<file path="config.mk">
export PLATFORM = sky130hd
export DESIGN_NAME = i2c_master_byte_engine_core
export DESIGN_NICKNAME = d
export VERILOG_FILES = /design/src/rtl/core/i2cme_pkg.sv /design/src/rtl/core/i2cme_step.sv /design/src/rtl/core/i2c_master_byte_engine_core.sv
export SDC_FILE = /design/constraint.sdc
export NUM_CORES = 1
export LEC_CHECK = 0
export ABC_CLOCK_PERIOD_IN_PS = 2200
export BUFFER_PORTS_ARGS = -buffer_cell sky130_fd_sc_hd__buf_4
export CAP_MARGIN = 0
export CORE_MARGIN = 3
export CORE_UTILIZATION = 40
export DETAILED_ROUTE_END_ITERATION = 8
export HOLD_SLACK_MARGIN = 0.1
export REMOVE_ABC_BUFFERS = 1
export SETUP_SLACK_MARGIN = 0.05
export SYNTH_ARGS = -nofsm -noshare
export SYNTH_HDL_FRONTEND = slang
export SYNTH_HIERARCHICAL = 1
export SYNTH_SLANG_ARGS = --single-unit
</file>
<file path="constraint.sdc">
create_clock -name clk -period 2.2 [get_ports clk]
set_clock_uncertainty 0.2 [all_clocks]
set_input_delay 0.22 -clock clk [delete_from_list [all_inputs] [get_ports clk]]
set_output_delay 0.22 -clock clk [all_outputs]
set_load 0.02 [all_outputs]
</file>
<file path="src/rtl/core/i2cme_pkg.sv">
`default_nettype none

package i2cme_pkg;

  localparam logic [2:0] OP_TICK  = 3'd0;
  localparam logic [2:0] OP_START = 3'd1;
  localparam logic [2:0] OP_STOP  = 3'd2;
  localparam logic [2:0] OP_WRITE = 3'd3;
  localparam logic [2:0] OP_READ  = 3'd4;

  // Line step codes inside one command sequence.
  localparam logic [2:0] STEP_0 = 3'd0;
  localparam logic [2:0] STEP_1 = 3'd1;
  localparam logic [2:0] STEP_2 = 3'd2;
  localparam logic [2:0] STEP_3 = 3'd3;
  localparam logic [2:0] STEP_4 = 3'd4;

  localparam logic [3:0] BITS_PER_BYTE = 4'd8;

  typedef struct packed {
    logic [2:0] operation;
    logic [7:0] data_byte;
    logic       read_last;
    logic       sda_sample;
    logic       scl_sample;
  } in_item_t;

  typedef struct packed {
    logic       scl_release;
    logic       sda_release;
    logic       busy_res;
    logic       done_res;
    logic       ack_ok;
    logic [7:0] read_data;
  } out_item_t;

  typedef struct packed {
    logic [2:0] held_command;
    logic [2:0] step_index;
    logic [3:0] bit_index;
    logic [7:0] shift_value;
    logic       last_flag;
    logic       ack_flag;
    logic       scl_level;
    logic       sda_level;
    logic [7:0] read_hold;
  } engine_state_t;

endpackage

`default_nettype wire

</file>
<file path="src/rtl/core/i2cme_step.sv">
`default_nettype none

module i2cme_step (
  input  wire i2cme_pkg::engine_state_t cur,
  input  wire i2cme_pkg::in_item_t      item,
  output i2cme_pkg::engine_state_t      nxt,
  output logic                          done
);
  import i2cme_pkg::*;

  logic scl_up;

  // SCL counts as raised once it is released and the line reads high.
  assign scl_up = cur.scl_level & item.scl_sample;

  always_comb begin
    nxt  = cur;
    done = 1'b0;
    case (cur.held_command)
      OP_TICK: begin
        if (item.operation >= OP_START && item.operation <= OP_READ) begin
          nxt.held_command = item.operation;
          nxt.step_index   = (item.operation == OP_READ) ? STEP_4 : STEP_0;
          nxt.bit_index    = 4'd0;
          if (item.operation == OP_WRITE) begin
            nxt.shift_value = item.data_byte;
          end else if (item.operation == OP_READ) begin
            nxt.shift_value = 8'd0;
            nxt.last_flag   = item.read_last;
          end
        end
      end
      OP_START: begin
        case (cur.step_index)
          STEP_0: begin nxt.scl_level = 1'b0; nxt.step_index = STEP_1; end
          STEP_1: begin nxt.sda_level = 1'b1; nxt.step_index = STEP_2; end
          STEP_2: begin
            nxt.scl_level = 1'b1;
            if (scl_up) nxt.step_index = STEP_3;
          end
          STEP_3: begin nxt.sda_level = 1'b0; nxt.step_index = STEP_4; end
          STEP_4: begin nxt.scl_level = 1'b0; done = 1'b1; end
          default: done = 1'b1;
        endcase
      end
      OP_STOP: begin
        case (cur.step_index)
          STEP_0: begin nxt.scl_level = 1'b0; nxt.step_index = STEP_1; end
          STEP_1: begin nxt.sda_level = 1'b0; nxt.step_index = STEP_2; end
          STEP_2: begin
            nxt.scl_level = 1'b1;
            if (scl_up) nxt.step_index = STEP_3;
          end
          STEP_3: begin nxt.sda_level = 1'b1; done = 1'b1; end
          default: done = 1'b1;
        endcase
      end
      OP_WRITE: begin
        if (cur.bit_index < BITS_PER_BYTE) begin
          case (cur.step_index)
            STEP_0: begin nxt.scl_level = 1'b0; nxt.step_index = STEP_1; end
            STEP_1: begin
              nxt.sda_level  = cur.shift_value[7];
              nxt.step_index = STEP_2;
            end
            STEP_2: begin
              nxt.scl_level = 1'b1;
              if (scl_up) begin
                nxt.shift_value = {cur.shift_value[6:0], 1'b0};
                nxt.bit_index   = cur.bit_index + 4'd1;
                nxt.step_index  = STEP_0;
              end
            end
            default: done = 1'b1;
          endcase
        end else begin
          case (cur.step_index)
            STEP_0: begin nxt.scl_level = 1'b0; nxt.step_index = STEP_1; end
            STEP_1: begin nxt.sda_level = 1'b1; nxt.step_index = STEP_2; end
            STEP_2: begin
              nxt.scl_level = 1'b1;
              if (scl_up) begin
                nxt.ack_flag   = ~item.sda_sample;
                nxt.step_index = STEP_3;
              end
            end
            STEP_3: begin nxt.scl_level = 1'b0; done = 1'b1; end
            default: done = 1'b1;
          endcase
        end
      end
      OP_READ: begin
        if (cur.bit_index < BITS_PER_BYTE) begin
          case (cur.step_index)
            STEP_4: begin nxt.sda_level = 1'b1; nxt.step_index = STEP_0; end
            STEP_0: begin nxt.scl_level = 1'b0; nxt.step_index = STEP_1; end
            STEP_1: begin
              nxt.scl_level = 1'b1;
              if (scl_up) begin
                nxt.shift_value = {cur.shift_value[6:0], item.sda_sample};
                nxt.bit_index   = cur.bit_index + 4'd1;
                nxt.step_index  = STEP_0;
              end
            end
            default: done = 1'b1;
          endcase
        end else begin
          case (cur.step_index)
            STEP_0: begin nxt.scl_level = 1'b0; nxt.step_index = STEP_1; end
            STEP_1: begin nxt.sda_level = cur.last_flag; nxt.step_index = STEP_2; end
            STEP_2: begin
              nxt.scl_level = 1'b1;
              if (scl_up) nxt.step_index = STEP_3;
            end
            STEP_3: begin nxt.scl_level = 1'b0; nxt.step_index = STEP_4; end
            STEP_4: begin
              nxt.sda_level = ~cur.last_flag;
              nxt.read_hold = cur.shift_value;
              done          = 1'b1;
            end
            default: done = 1'b1;
          endcase
        end
      end
      default: done = 1'b1;
    endcase

    // Finishing a command returns the engine to idle.
    if (done) begin
      nxt.held_command = OP_TICK;
      nxt.step_index   = STEP_0;
      nxt.bit_index    = 4'd0;
    end
  end

endmodule

`default_nettype wire

</file>
<file path="src/rtl/core/i2c_master_byte_engine_core.sv">
`default_nettype none
// A result appears on the out_ channel in the cycle after its input transfer.
// Throughput: one transfer per cycle while out_ready is high; the engine state
// and the result register update together on every input transfer.
// Reset (rst_n low, synchronous): the engine goes idle with SCL and SDA released,
// all flags and the read byte cleared, and the result register empty.

module i2c_master_byte_engine_core (
  input  wire                   clk,
  input  wire                   rst_n,
  input  wire                   in_valid,
  output logic                  in_ready,
  input  wire i2cme_pkg::in_item_t  in_data,
  output logic                  out_valid,
  input  wire                   out_ready,
  output i2cme_pkg::out_item_t  out_data
);
  import i2cme_pkg::*;

  engine_state_t state_r;
  engine_state_t state_nxt;
  out_item_t     out_r;
  out_item_t     out_nxt;
  logic          out_valid_r;
  logic          step_done;
  logic          in_fire;

  // A new item is taken whenever the result register is empty or is being
  // drained in the same cycle; input stalls only while a result waits unread.
  assign in_ready = !out_valid_r || out_ready;
  assign in_fire  = in_valid && in_ready;

  // The whole line step for one item is one short combinational pass.
  i2cme_step u_step (
    .cur  (state_r),
    .item (in_data),
    .nxt  (state_nxt),
    .done (step_done)
  );

  always_comb begin
    out_nxt.scl_release = state_nxt.scl_level;
    out_nxt.sda_release = state_nxt.sda_level;
    out_nxt.busy_res    = (state_nxt.held_command != OP_TICK);
    out_nxt.done_res    = step_done;
    out_nxt.ack_ok      = state_nxt.ack_flag;
    out_nxt.read_data   = state_nxt.read_hold;
  end

  always_ff @(posedge clk) begin
    if (!rst_n) begin
      state_r.held_command <= OP_TICK;
      state_r.step_index   <= STEP_0;
      state_r.bit_index    <= 4'd0;
      state_r.shift_value  <= 8'd0;
      state_r.last_flag    <= 1'b0;
      state_r.ack_flag     <= 1'b0;
      state_r.scl_level    <= 1'b1;
      state_r.sda_level    <= 1'b1;
      state_r.read_hold    <= 8'd0;
      out_valid_r          <= 1'b0;
    end else begin
      if (in_fire) begin
        state_r     <= state_nxt;
        out_valid_r <= 1'b1;
      end else if (out_ready) begin
        out_valid_r <= 1'b0;
      end
    end
  end

  // The result payload holds its value until the next input transfer.
  always_ff @(posedge clk) begin
    if (in_fire) begin
      out_r <= out_nxt;
    end
  end

  assign out_valid = out_valid_r;
  assign out_data  = out_r;

  // Every input transfer leaves a result waiting on the next cycle.
  a_result_follows: assert property (@(posedge clk) disable iff (!rst_n)
    in_fire |=> out_valid_r)
    else $error("input transfer without a following result");

  // A finishing item leaves the engine idle.
  a_done_not_busy: assert property (@(posedge clk) disable iff (!rst_n)
    (out_valid_r && out_r.done_res) |-> !out_r.busy_res)
    else $error("done reported while still busy");

  // The bit counter never runs past one byte.
  a_bit_range: assert property (@(posedge clk) disable iff (!rst_n)
    state_r.bit_index <= BITS_PER_BYTE)
    else $error("bit counter out of range");

  // An idle engine keeps its sequence counters cleared.
  a_idle_clear: assert property (@(posedge clk) disable iff (!rst_n)
    (state_r.held_command == OP_TICK) |->
      (state_r.step_index == STEP_0 && state_r.bit_index == 4'd0))
    else $error("idle engine with stale step counters");

endmodule

`default_nettype wire
</file>
Yosys cells after proc, flatten, opt, wreduce, memory -nomap -nowiden
Index checks and enable logic that the tools add are counted.
Widths: inputs -> output; s select.

cells by class
  $add $sub $neg = 1
  mux-type cells = 49
  magnitude comparators = 3
  bitwise logic cells = 4
  reductions and logical operators = 21
  eq/ne operators = 29

operator list
  cell                number
  $mux 12             4
  $pmux 12 s3         1
  $mux 8              4
  $mux 15             2
  $pmux 3 s3          3
  $mux 19             1
  $eq 3x2->1 const B  5
  $mux 3              5
  $ne 3x2->1 const B  5
  $pmux 3 s5          1
  $mux 1              14
  $pmux 1 s2          7
  $ne 6x6->1 const B  2
  $pmux 3 s4          1
  $mux 10             1
  $ne 2x1->1 const B  5
  $ne 5x4->1 const B  2
  $reduce_and 10->1   1
  $eq 3x3->1 const B  3
  $mux 9              1
  $reduce_and 9->1    1
  $pmux 2 s4          1
  $reduce_and 7->1    1
  $eq 3x1->1 const B  2
  23 further kinds    34

word-level totals
  output and inout port bits = 15
  logic and storage cells = 123
  input port bits = 18
  register bits after elaboration = 44

Depth between registers and ports, before layout
  depth in word-level cells = 7
  depth in mapped cells = 9
  depth with buffers taken out = 8

Hierarchy
Netlist, hierarchy kept.

modules (own cells, without submodules)
  module                       times used  seq. area each (µm²)  cells each  area an instance (µm²)
  i2c_master_byte_engine_core  1           1011.0                150         1670.4
  i2cme_step                   1           0.0                   182         1176.1

Least setup slack after synthesis
Ideal clock, no wire load.

  path kind = flip-flop to flip-flop
  start point = reg state_r[25] (netlist bit)
  end point = reg out_r, in the netlist out_data[10], data pin
  library setup time = 0.265 ns
  path slack = 0.137 ns
  period minus slack after synthesis = 2.063 ns
  arrival = 1.598 ns
  data required time = 1.735 ns
  cell stages (with the launch flop) = 9
  buffers on the path = 2
  cells stage by stage = dfxtp_1 > clkbuf_1 > clkbuf_1 > a21boi_0 > nor2_1 > a31oi_1 > inv_2 > nor2_1 > or3_1

RTL lines
  what                    RTL line                           source
  start, declared         i2c_master_byte_engine_core.sv:20  engine_state_t state_r;
  start signal, assigned  i2c_master_byte_engine_core.sv:64  state_r <= state_nxt;
  end signal, assigned    i2c_master_byte_engine_core.sv:75  out_r <= out_nxt;
  end, declared           i2c_master_byte_engine_core.sv:22  out_item_t out_r;

==> results_dict.tcl <==
set metrics [dict create \
    status "finished clean" \
    synth_warnings 6 \
    worstSetupStartpointType "register" \
    synth_area_leader_cell "dfxtp_1" \
    htreeDepth 2 \
    gp_congestion 0.900 \
    setup_viol 0 \
    vias 2688 \
    cts_root_buf "clkbuf_8" \
    finish.utilization_pct 53.0 \
    rsz0062_at_grt "yes" \
    powerDensity_nw_per_um2 549 \
    drive_gt1_share_pct 30.1 \
    setup_tns_ns 0 \
    vdd_drop_max_uv 297 \
    relSlewSlack_pct 62.4 \
    rows 30 \
    r2r_start "state_r[29]$_SDFFE_PN0P_" \
    syn_avg_cell_area_sq_um 8.57 \
    grt_antenna_before_repair 0 \
    min-delay-start "out_ready" \
    clk_pin_slew_worst_paths_ns 0.09 \
    cts_made_buffers 5 \
    maxCapViolations 0 \
    post_cts_buffers 0 \
    placedCellCount 477 \
    hpwlAfterDp_microns 5520 \
    grt_usage_pct 18.3 \
    worstSetupPathType "register to register" \
    synthDistinctLibCells 59 \
    grt_pass1_wl_microns 12300 \
    avgViaCountPerCell 5.51 \
    period_share_pct 95.4 \
    slew_violations 0 \
    synth_edf_count 13 \
    die_h_microns 90.4 \
    clock_path_buffers 2 \
    regArea_sq_um 1030 \
    clkSinkCount 44 \
    port_buffers 32 \
    r2r_cells 7 \
    synth_seq_area_share_pct 35.5 \
    fin_nets 410 \
    drc 0 \
    drt_iter0_drc 214 \
    leakagePower_nw 1.48 \
    syn_area_sq_um 2850 \
    worstHoldPathType "input pin to register" \
    required_ns 2.18 \
    core_area_sq_um 6830 \
    tightest_slew_ns 0.564 \
    synth_flop_cell "dfxtp_1" \
    fmax_mhz 476 \
    cp.arrival_ns 2.08 \
    n_fill_cell 656 \
    area_growth_pct 27.2 \
    wl_per_cell_microns 15.6 \
    netlist.area_leader.share_pct 21.8 \
    cts_tree "yes" \
    io_pins 33 \
    min_path_cells 4 \
    ys_seq_elements 44 \
    start_util_pct 41.7 \
    finalHoldViolations 0 \
    multi_input_area_sq_um 1670 \
    async_reset_ff_share_pct 0 \
    overflow 0 \
    layout_setup_ws_ns 0.100 \
    netlist_instances 332 \
    die_x_microns 90.4 \
    dr.pass1.iters 4 \
    clk_latency_ns 0.30 \
    place_ws_ns 0.0330 \
    num_antenna_cells 0 \
    die_area_sq_um 8160 \
    wl_microns 7590 \
    netlist_top_cells_area "dfxtp_1 22%, edfxtp_1 14%, mux2i_1 10%" \
    endpoint_kind "register" \
    startpoint "state_r[29]$_SDFFE_PN0P_" \
    min_period_ns 2.10 \
    antenna_left 0 \
    grt_pass1_vias 2491 \
    grt_max_degree 60 \
    fin_cells 488 \
    cp_max_fo 8 \
]
## power breakdown
| part | internal (mW) | switching, mW | total (mW) |
|---|---|---|---|
| clock | 0.372 | 0.301 | 0.673 |
| sequential | 0.864 | 0.0278 | 0.892 |
| combinational | 0.198 | 0.225 | 0.423 |
| total | 1.43 | 0.554 | 1.99 |
## kinds of logic (layout without fill, tap and decap cells)
group	Yosys count	count (layout)	synth area share, %
and+or+nand+nor	139	139	23.5
xor gates and xnor gates	1	1	0.308
DFF	44	44	35.5
AOI/OAI and AO/OA	73	73	19.2
muxes	39	39	14.2
adders and majority gates	1	1	0.439
buffers and inverters	35	95	6.94
## sequential cells by signal, indices dropped and copies added (netlist names)
name	flops
state_r	30
out_data	13
out_valid	1
## metrics by stage
stage / hold WS, ns / power, mW / area (sq um)
after CTS: 0.115 / 2.00 / 3570
after detailed placement: 0.249 / 1.32 / 3410
final: 0.124 / 1.99 / 3620
after global placement: 0.238 / 1.32 / 3410
after floorplan: 0.109 / 1.12 / 2690
after global routing: 0.124 / 2.08 / 3620
## layout by cell type, fill, tap and decap left out, types with 3 or more instances in the layout
master         instances
dfxtp_2                4
o21ai_0                8
nand2b_1               6
a21boi_0               3
a211oi_1               4
a31oi_1                5
mux2_2                10
mux2i_1               29
and2_1                 8
clkbuf_8               6
nand4_1                5
dfxtp_4                3
dfxtp_1               24
buf_4                 69
edfxtp_1              13
o211ai_1               3
nor3_1                 6
a21o_1                 3
dlygate4sd3_1          3
a21oi_1               17
nor2_1                17
nor2b_1                3
nand2_1               69
inv_1                  9
nand3_1                7
nor2_2                 3
a221o_1                8
buf_12                 4
## critical path, stage by stage, from the launching register on
cell	delay, ns
dfxtp_4	0.38
buf_6	0.12
or3_4	0.32
o211a_1	0.24
a31o_4	0.25
a221o_1	0.32
nand2_1	0.07
mux2i_1	0.08
## worst paths after layout
check                                                end  slack, ns
worst max register to register  state_r[17]$_SDFFE_PN0P_       0.10
worst min register to register   state_r[0]$_SDFFE_PN0P_       0.26
worst min-delay path             state_r[8]$_SDFFE_PN1P_       0.12
worst max-delay path            state_r[17]$_SDFFE_PN0P_       0.10
## metal layers
layer	up-vias	track usage, %	part of all wire [%]
met5	-	0	0
met4	0	6.38	1.7
met3	12	2.58	5.3
met2	79	30.4	49
met1	1282	24.5	44
li1	1315	-	-
## cell type report
class                           instances  share of cell area [%]
Clock buffer                            6                    2.28
Multi-Input combinational cell        253                    46.2
Tap cell                               96                    3.32
Timing Repair Buffer                   77                    17.7
Clock inverter                          2                    1.07
Inverter                               10                    1.04
Sequential cell                        44                    28.4
## cell usage after synthesis, types with 2 or more instances
| cell | n |
|---|---|
| a221o_1 | 8 |
| buf_1 | 2 |
| nor3_1 | 6 |
| o221a_2 | 2 |
| nand4_1 | 5 |
| inv_1 | 9 |
| edfxtp_1 | 13 |
| o21a_1 | 2 |
| a21o_1 | 3 |
| o311ai_0 | 2 |
| mux2i_1 | 29 |
| nand2b_1 | 6 |
| nand3_1 | 7 |
| buf_6 | 2 |
| buf_2 | 6 |
| a21oi_1 | 17 |
| o21ai_0 | 9 |
| o211ai_1 | 3 |
| mux2_2 | 10 |
| nor2_1 | 19 |
| nand2_1 | 69 |
| clkbuf_1 | 12 |
| buf_12 | 2 |
| nor2b_1 | 4 |
| and2_1 | 8 |
| a21boi_0 | 3 |
| dfxtp_1 | 31 |
| a211oi_1 | 4 |
| a31oi_1 | 6 |
| or3_1 | 2 |
| and3b_1 | 2 |
| a221oi_1 | 2 |
## what timing repair did
action	4_1_cts	5_1_grt
hold buffers	3	0
endpoints found under the hold margin	5	0
pin swaps	0	12
gates resized for setup	4	16
endpoints found under the setup margin	11	25
(Power assumes the default switching activity.)
